$ cat config.mk
export PLATFORM = sky130hd
export DESIGN_NAME = unique_key_set_table
export DESIGN_NICKNAME = d
export VERILOG_FILES = /design/src/hw/rtl/ukst_pkg.sv /design/src/hw/rtl/ukst_ctrl.sv /design/src/hw/rtl/ukst_dp.sv /design/src/hw/rtl/unique_key_set_table.sv
export SDC_FILE = /design/constraint.sdc
export NUM_CORES = 2
export LEC_CHECK = 0
export BUFFER_PORTS_ARGS = -buffer_cell sky130_fd_sc_hd__buf_2
export CAP_MARGIN = 20
export CELL_PAD_IN_SITES_DETAIL_PLACEMENT = 0
export CELL_PAD_IN_SITES_GLOBAL_PLACEMENT = 2
export CORE_MARGIN = 2
export CORE_UTILIZATION = 35
export DETAILED_ROUTE_END_ITERATION = 10
export GPL_TIMING_DRIVEN = 0
export MAX_ROUTING_LAYER = met4
export PLACE_DENSITY = 0.63
export REMOVE_ABC_BUFFERS = 1
export SYNTH_ARGS = -nofsm -noshare
export SYNTH_HDL_FRONTEND = slang
export SYNTH_SLANG_ARGS = --single-unit
$ cat constraint.sdc
create_clock -name clk -period 10 [get_ports clk]
set_input_delay 1 -clock clk [delete_from_list [all_inputs] [get_ports clk]]
set_output_delay 1 -clock clk [all_outputs]
set_load 0.01 [all_outputs]
$ cat src/hw/rtl/ukst_pkg.sv
// Shared types and codes for the unique key set table.
package ukst_pkg;

  localparam int KEY_W    = 64;
  localparam int SLOT_W   = 4;
  localparam int COUNT_W  = 5;
  localparam int STATUS_W = 2;

  localparam logic OP_INSERT = 1'b0;
  localparam logic OP_REMOVE = 1'b1;

  typedef enum logic [STATUS_W-1:0] {
    ST_ADDED   = 2'd0,
    ST_DUP     = 2'd1,
    ST_REJECT  = 2'd2,
    ST_REMOVED = 2'd3
  } status_t;

  typedef enum logic [1:0] {
    S_IDLE = 2'd0,
    S_CMP  = 2'd1,
    S_UPD  = 2'd2
  } state_t;

  // Commands from the controller to the datapath.
  typedef struct packed {
    logic load;
    logic compare;
    logic update;
  } cmd_t;

endpackage

$ cat src/hw/rtl/ukst_ctrl.sv
// Controller state machine for the unique key set table.
module ukst_ctrl (
  input  logic          clk,
  input  logic          rst_n,
  input  logic          start,
  output logic          busy,
  output ukst_pkg::cmd_t cmd
);

  ukst_pkg::state_t state_r;
  ukst_pkg::state_t state_nxt;

  always_ff @(posedge clk) begin
    if (!rst_n) begin
      state_r <= ukst_pkg::S_IDLE;
    end else begin
      state_r <= state_nxt;
    end
  end

  // Next state: an item accepted in idle or in update goes to compare.
  always_comb begin
    state_nxt = state_r;
    case (state_r)
      ukst_pkg::S_IDLE: begin
        if (start) state_nxt = ukst_pkg::S_CMP;
      end
      ukst_pkg::S_CMP: begin
        state_nxt = ukst_pkg::S_UPD;
      end
      ukst_pkg::S_UPD: begin
        state_nxt = start ? ukst_pkg::S_CMP : ukst_pkg::S_IDLE;
      end
      default: begin
        state_nxt = ukst_pkg::S_IDLE;
      end
    endcase
  end

  // Outputs.
  always_comb begin
    busy        = 1'b0;
    cmd.load    = 1'b0;
    cmd.compare = 1'b0;
    cmd.update  = 1'b0;
    case (state_r)
      ukst_pkg::S_IDLE: begin
        cmd.load = start;
      end
      ukst_pkg::S_CMP: begin
        busy        = 1'b1;
        cmd.compare = 1'b1;
      end
      ukst_pkg::S_UPD: begin
        cmd.update = 1'b1;
        cmd.load   = start;
      end
      default: begin
        busy = 1'b0;
      end
    endcase
  end

endmodule

$ cat src/hw/rtl/ukst_dp.sv
// Datapath of the unique key set table: entry registers, compare, update.
module ukst_dp #(
  parameter int DEPTH = 16
) (
  input  logic                            clk,
  input  logic                            rst_n,
  input  ukst_pkg::cmd_t                  cmd,
  input  logic                            in_op,
  input  logic [ukst_pkg::KEY_W-1:0]      in_key,
  output logic                            out_valid,
  output logic [ukst_pkg::STATUS_W-1:0]   out_status,
  output logic [ukst_pkg::SLOT_W-1:0]     out_slot,
  output logic [ukst_pkg::COUNT_W-1:0]    out_count
);

  localparam int IW = (DEPTH > 1) ? $clog2(DEPTH) : 1;
  localparam int CW = $clog2(DEPTH + 1);
  localparam logic [CW-1:0] FULL_CNT = CW'(DEPTH);

  logic [ukst_pkg::KEY_W-1:0] key_r;
  logic                       op_r;
  logic [CW-1:0]              count_r;
  logic [CW-1:0]              count_nxt;
  logic [DEPTH-1:0]           match_r;
  logic [ukst_pkg::KEY_W-1:0] entries_r [DEPTH];

  logic [IW-1:0]              hit_idx;
  logic                       hit;
  logic                       full;
  logic                       do_add;
  logic                       do_remove;
  ukst_pkg::status_t          status_nxt;
  logic [IW-1:0]              slot_nxt;
  logic [31:0]                slot_w;
  logic [31:0]                count_w;

  // Latch the item.
  always_ff @(posedge clk) begin
    if (cmd.load) begin
      key_r <= in_key;
      op_r  <= in_op;
    end
  end

  // First matching live entry.
  always_comb begin
    hit_idx = '0;
    for (int i = DEPTH - 1; i >= 0; i--) begin
      if (match_r[i]) hit_idx = IW'(i);
    end
  end

  assign hit       = |match_r;
  assign full      = (count_r == FULL_CNT);
  assign do_add    = cmd.update && (op_r == ukst_pkg::OP_INSERT) && !hit && !full;
  assign do_remove = cmd.update && (op_r == ukst_pkg::OP_REMOVE) && hit;

  always_comb begin
    status_nxt = ukst_pkg::ST_REJECT;
    slot_nxt   = '0;
    count_nxt  = count_r;
    if (op_r == ukst_pkg::OP_INSERT) begin
      if (hit) begin
        status_nxt = ukst_pkg::ST_DUP;
        slot_nxt   = hit_idx;
      end else if (!full) begin
        status_nxt = ukst_pkg::ST_ADDED;
        slot_nxt   = count_r[IW-1:0];
        count_nxt  = count_r + CW'(1);
      end
    end else if (hit) begin
      status_nxt = ukst_pkg::ST_REMOVED;
      slot_nxt   = hit_idx;
      count_nxt  = count_r - CW'(1);
    end
  end

  always_ff @(posedge clk) begin
    if (!rst_n) begin
      count_r <= '0;
    end else if (cmd.update) begin
      count_r <= count_nxt;
    end
  end

  // One cell per slot: compare, append and shift-down.
  for (genvar gi = 0; gi < DEPTH; gi++) begin : g_ent
    localparam logic [CW-1:0] IDX  = CW'(gi);
    localparam logic [CW-1:0] NEXT = CW'(gi + 1);

    logic shift_en;
    assign shift_en = do_remove && (IDX >= {{(CW-IW){1'b0}}, hit_idx}) && (NEXT < count_r);

    always_ff @(posedge clk) begin
      if (cmd.compare) begin
        match_r[gi] <= (entries_r[gi] == key_r) && (IDX < count_r);
      end
    end

    if (gi < DEPTH - 1) begin : g_shift
      always_ff @(posedge clk) begin
        if (do_add && (count_r == IDX)) begin
          entries_r[gi] <= key_r;
        end else if (shift_en) begin
          entries_r[gi] <= entries_r[gi+1];
        end
      end
    end else begin : g_top
      // The top slot never takes a shifted entry.
      always_ff @(posedge clk) begin
        if (do_add && (count_r == IDX)) begin
          entries_r[gi] <= key_r;
        end
      end
    end
  end

  assign slot_w  = 32'(slot_nxt);
  assign count_w = 32'(count_nxt);

  always_ff @(posedge clk) begin
    if (!rst_n) begin
      out_valid <= 1'b0;
    end else begin
      out_valid <= cmd.update;
    end
  end

  always_ff @(posedge clk) begin
    if (cmd.update) begin
      out_status <= status_nxt;
      out_slot   <= slot_w[ukst_pkg::SLOT_W-1:0];
      out_count  <= count_w[ukst_pkg::COUNT_W-1:0];
    end
  end

endmodule

$ cat src/hw/rtl/unique_key_set_table.sv
// Top level of the unique key set table: a duplicate-free set of rectangle keys.
//
//   channel  ports                                         handshake
//   -------  --------------------------------------------  ------------------------
//   input    in_op, in_pos_x, in_pos_y, in_rect_height,    taken when start && !busy
//            in_rect_length
//   result   out_status, out_slot, out_count               one cycle, out_valid high
//
// Each item has a compare cycle that registers the match vector of all live entries
// against the key, and an update cycle that picks the first match, appends or
// shifts the entry registers and loads the result registers. The result shows on
// the ports in the cycle after the update. A new item can be taken during the
// update cycle, so items run back to back.
// Reset clears the entry count and the controller; entry contents are left as is.
// The receiver cannot stall: each result is shown for exactly one cycle.
module unique_key_set_table #(
  parameter int DEPTH = 16
) (
  input  logic                 clk,
  input  logic                 rst_n,
  input  logic                 start,
  output logic                 busy,
  input  logic                 in_op,
  input  logic signed [15:0]   in_pos_x,
  input  logic signed [15:0]   in_pos_y,
  input  logic        [15:0]   in_rect_height,
  input  logic        [15:0]   in_rect_length,
  output logic                 out_valid,
  output logic [1:0]           out_status,
  output logic [3:0]           out_slot,
  output logic [4:0]           out_count
);

  ukst_pkg::cmd_t cmd;
  logic [ukst_pkg::KEY_W-1:0] key;

  // Pack the key as length, height, y, x; fields compare as raw bit patterns.
  assign key = {in_rect_length, in_rect_height, in_pos_y, in_pos_x};

  // Sequence compare and update.
  ukst_ctrl u_ctrl (
    .clk   (clk),
    .rst_n (rst_n),
    .start (start),
    .busy  (busy),
    .cmd   (cmd)
  );

  // Hold the entries, search them and apply the operation.
  ukst_dp #(
    .DEPTH (DEPTH)
  ) u_dp (
    .clk        (clk),
    .rst_n      (rst_n),
    .cmd        (cmd),
    .in_op      (in_op),
    .in_key     (key),
    .out_valid  (out_valid),
    .out_status (out_status),
    .out_slot   (out_slot),
    .out_count  (out_count)
  );

endmodule

After elaboration in Yosys (flattened, before gate mapping)
Memories as Yosys holds them, arrays and structs flattened.
Index checks and enable logic that the tools add are counted.
{"block": "word_totals", "n_memories": 1, "in_bits": 68, "regBits": 100, "ramBits": 1024, "word_cells": 312, "out_inout_bits": 13}
{"name": "u_dp.entries_r", "words": 16, "word_bits": 64, "rd": 16, "rd_ports_with_merged_regs": 0, "wr": 15, "line": "ukst_dp.sv:25", "text": "logic [ukst_pkg::KEY_W-1:0] entries_r [DEPTH];"}
{"block": "op_classes", "n_mux": 129, "n_lt_le_gt_ge": 31, "eq_ne": 35, "add_sub_neg": 2, "bitwise_logic": 16, "n_reduce_logical": 74}
{"op": "equality test 64 bit", "n": 16}
{"op": "2-to-1 mux 64 bit", "n": 16}
{"op": "2-to-1 mux 4 bit", "n": 21}
{"op": "2-to-1 mux 1 bit", "n": 83}
{"op": "logical AND 1 bit", "n": 67}
{"op": "OR reduction 64 bit", "n": 1}
{"op": "equality test 5 x 4 -> 1 bit, second input constant", "n": 8}
{"op": "< comparator 4 x 5 -> 1 bit, first input constant", "n": 8}
{"op": ">= comparator 4 bit, first input constant", "n": 7}
{"op": "equality test 5 x 3 -> 1 bit, second input constant", "n": 4}
{"op": "< comparator 3 x 5 -> 1 bit, first input constant", "n": 4}
{"op": "2-to-1 mux 5 bit", "n": 4}
{"op": ">= comparator 3 x 4 -> 1 bit, first input constant", "n": 4}
{"op": "OR reduction 16 bit", "n": 1}
{"op": "bitwise OR 1 bit", "n": 15}
{"op": "equality test 5 x 2 -> 1 bit, second input constant", "n": 2}
{"op": "< comparator 1 x 5 -> 1 bit, first input constant", "n": 2}
{"op": "< comparator 2 x 5 -> 1 bit, first input constant", "n": 2}
{"op": ">= comparator 1 x 4 -> 1 bit, first input constant", "n": 2}
{"op": ">= comparator 2 x 4 -> 1 bit, first input constant", "n": 2}
{"op": "2-to-1 mux 2 bit", "n": 4}
{"op": "case mux 2 bit (3 select lines)", "n": 1}
{"op": "adder 5 x 1 -> 5 bit, second input constant", "n": 1}
{"op": "equality test 5 x 1 -> 1 bit, second input constant", "n": 1}
{"op": "other kinds (10)", "n": 11}

Logic depth before layout (Yosys ltp)
{"block": "depth", "depth_word": 24, "ltp_mapped": 10, "mapped_depth_nobuf": 8}

Hierarchy
A second synthesis with hierarchy kept.
{"block": "hier_totals", "cells_unflattened": 5513, "hier_area_um2": 62737.7}
{"module": "ukst_dp", "cells_each": 5505, "area_each_um2": 62653.8, "seq_area_each_um2": 33632.3, "instances": 1}
{"module": "ukst_ctrl", "cells_each": 8, "area_each_um2": 83.8, "seq_area_each_um2": 40.0, "instances": 1}

Least setup slack after synthesis
Ideal clock, no wire load.
{"block": "synth_path", "kind": "register to register", "start": "register u_dp.match_r[4]", "end": "memory u_dp.entries_r[1][320] (netlist bit) (enable)", "path_buffers": 1, "synth_period_minus_slack_ns": 7.197, "stages_incl_launch_ff": 9, "setup_time_ns": 0.575, "slack_ns": 2.803, "required_time_ns": 9.425, "arrival_ns": 6.622, "cell_sequence": "edfxtp_1 or4_4 nor2_4 and3_1 buf_6 inv_4 nor4_2 nand3_1 o21ai_0"}
{"element": "start, declared", "line": "ukst_dp.sv:24", "text": "logic [DEPTH-1:0] match_r;"}
{"element": "start signal, assigned by index", "line": "ukst_dp.sv:96", "text": "match_r[gi] <= (entries_r[gi] == key_r) && (IDX < count_r);"}
{"element": "end, declared", "line": "ukst_dp.sv:25"}

==> summary.txt <==
Run status
  • Status: finished, final reports clean

Critical path
  • WS Path Type: register to register
  • CP Data Arrival Time: between 5000 and 6000 ps
  • Slowest stage cell, crit path: o21bai_4
  • Crit. End Element: register
  • Largest fanout on the critical path: 25
  • Worst path max stage delay: ~770 ps
  • Critical path launch point type: register
  • Crit path cell chain: or4_4, nor2_4, and3_1, inv_4, nor4_2, nand3_1, o21bai_4, buf_12, buf_16
  • CP required: approximately 10000 ps

Finish
  • Final Cell Area: 69430 um2
  • FILL cells: ~15000
  • Final net count: 4261
  • Final Core Density: 0.4203
  • FF/Latch Area: 33670 um2
  • Footprint of the multi-input gates: 23290 um2
  • Share of cells above drive strength 1: 0.2902
  • Area Overhead vs Synth: 19.22%

Timing
  • Clock Skews: 28.04 ps
  • Final Hold Viols: 0
  • Pins Over Slew Limit: 0
  • Worst hold margin: 383.1 ps
  • Minimum clock period: 4713 ps
  • Final setup fails: 0
  • Slew @ Worst Pin: 1223 ps
  • RSZ-0062 raised after global routing: false
  • Fmax: 212.2 MHz
  • Final cycle utilization of the critical path: 0.4713
  • Slew HR: 0.1770

Clocking
  • Root cell of the clock tree: clkbuf_16
  • # clock sinks: 1124
  • H-tree levels: 4
  • Post_cts resized: 0
  • Clock transition at the registers of the reported paths: approximately 60 ps
  • Post-CTS setup buffer count: 0
  • CTS tree: yes
  • TritonCTS Buffers: ~140
  • Max Buffers Root-to-Sink: 3
  • Worst-Skew Late Latency: 790 ps
  • Post-CTS Hold Fix Bufs: 0

Drt
  • Via count: 34420
  • Vias per inst: 5.303
  • Met1 WL: 86980 um
  • DR top layer: met4
  • Per-cell routed wire length: about 32 um
  • 1st-pass router iterations: 5
  • Metal3 WL: 7684 um
  • Metal2 WL: 106900 um
  • Final Routed Wirelength: 206700 um
  • DRC violations left: 0
  • Antenna Nets Post-Route: 0
  • Initial DRC count: 3125

Place
  • DP HPWL: between 150000 and 200000 um
  • Placed cell area: 65170 um2
  • I/O Buffers: 80
  • GPL Wtd Cong: 0.8675

Floorplanning
  • Die width: 411.9 um
  • Die area: 169700 um2
  • Core footprint: 165200 um2
  • # IOs: between 80 and 90
  • Num rows: 149
  • Die Ht: 411.9 um
  • Initial Util: 0.3526

Synthesis
  • Count of unique library cells instantiated by Yosys: 65
  • Syn Area/Cell: around 14 um2
  • Cell area after synthesis: 58240 um2
  • Post-Synthesis Cells: roughly 4100
  • Async SR Flop Fraction: 0
  • Register area share after synthesis: 0.5782
  • Most numerous cell in the Yosys netlist: edfxtp_1
  • Synth top area cells: edfxtp_1, mux2_2, xnor2_1, xor2_1, mux2_1
  • YS warnings: 0
  • Post-synth top cells: edfxtp_1, mux2_2, xnor2_1
  • Top-area cell type share of the netlist area: 0.5754
  • EDFF count, synth: 1116
  • Ys flop type: edfxtp_1
  • Synthesis-stage register bit count: 1124
  • Most area-hungry cell type in the Yosys netlist: edfxtp_1

Run
  • Max-cap check violation count: 0

GRT
  • GRT Total Usage: 0.2498
  • Largest net degree at the start of global routing: 66
  • Initial antenna violation count: 2
  • Vias in the first global route: about 35000
  • First-pass GRT wire length: 286800 um
  • GR Overflow Total: 0

Pwr
  • Pwr Density: ~160 nW/um2
  • Peak VDD IR: 0.1767 mV
  • Static leakage: 22.07 nW

Worst hold path
  • HP Class: primary input to register
[final timing paths]
kind / cells after the start / endpoint / from / slack, ps
worst max-delay path: 9 / u_dp.entries_r[0][334] / u_dp.match_r[1] / 5290
worst min-delay path: 1 / u_dp.key_r[12] / in_pos_x[12] / 380
worst max register to register: 9 / u_dp.entries_r[0][334] / u_dp.match_r[1] / 5290
worst min register to register: 1 / u_dp.entries_r[1][425] / u_dp.entries_r[1][489] / 560
[registers in the layout, summed over array words and instances (netlist names)]
register / count
u_dp.match_r: 16
u_dp.out_status: 2
u_dp.count_r: 5
u_dp.op_r: 1
u_ctrl.state_r: 2
u_dp.out_slot: 4
u_dp.out_valid: 1
u_dp.key_r: 64
u_dp.out_count: 5
u_dp.entries_r: 1024
[critical path, delay by kind of cell (launching register included)]
family | cells | cell delay (ps)
flip-flops | 1 | 530
buffers and inverters | 3 | 650
AND/OR/NAND/NOR | 5 | 2400
AO/OA/AOI/OAI | 1 | 770
[cell families (layout without fill, tap and decap cells)]
logic type      after synthesis  after routing  share of synthesized area
flops                      1124           1124                     0.5782
fa+ha+maj                     6              6                   0.001289
mux                         900            900                     0.1739
compound gates              160            160                    0.01740
xor+xnor                   1001           1001                     0.1505
simple gates                533            533                    0.05120
buf+inv                     399            576                    0.02744
other cells                   0              1                          0
[cell usage in the layout, fill, tap and decap left out, types with 76 or more instances in the layout]
cell type / n
nor4_1: 123
mux2_2: 737
mux2_1: 159
nand2_1: 94
o21ai_0: 76
xor2_1: 331
buf_2: 84
clkbuf_16: 140
edfxtp_1: 1116
nand4_1: 181
xnor2_1: 670
buf_16: 137
[power by group]
| part | leakage, nW | switching (mW) | total, mW | internal, mW |
|---|---|---|---|---|
| clock network | 2.08 | 2.10 | 4.84 | 2.74 |
| logic | 9.83 | 0.457 | 0.900 | 0.443 |
| registers | 10.2 | 0.105 | 5.32 | 5.21 |
[routing by layer]
layer	vias to the layer above	global-route usage
met5	-	-
met4	0	0.06469
met3	247	0.02819
met2	869	0.4338
met1	17890	0.3086
li1	15410	-
[final cells by class]
type,instances,area share
tap,2189,0.03945
clock buffer,168,0.05197
antenna,1,0.00003604
sequential,1124,0.4850
timing repair buffer,285,0.07670
multi-input combinational,2600,0.3354
inverter,38,0.002090
clock inverter,85,0.009371
[stage by stage]
stage,total power [mW],setup slack [ps],cells,TNS (ps)
after CTS,11.15,5285,6489,0
final,11.06,5287,6490,0
after detailed placement,6.316,5312,6236,0
after global placement,6.163,-21460,6031,-4263760
after global routing,11.37,5131,6490,0
after floorplan,5.822,-4284,3762,-478880
(Power assumes the default switching activity.)
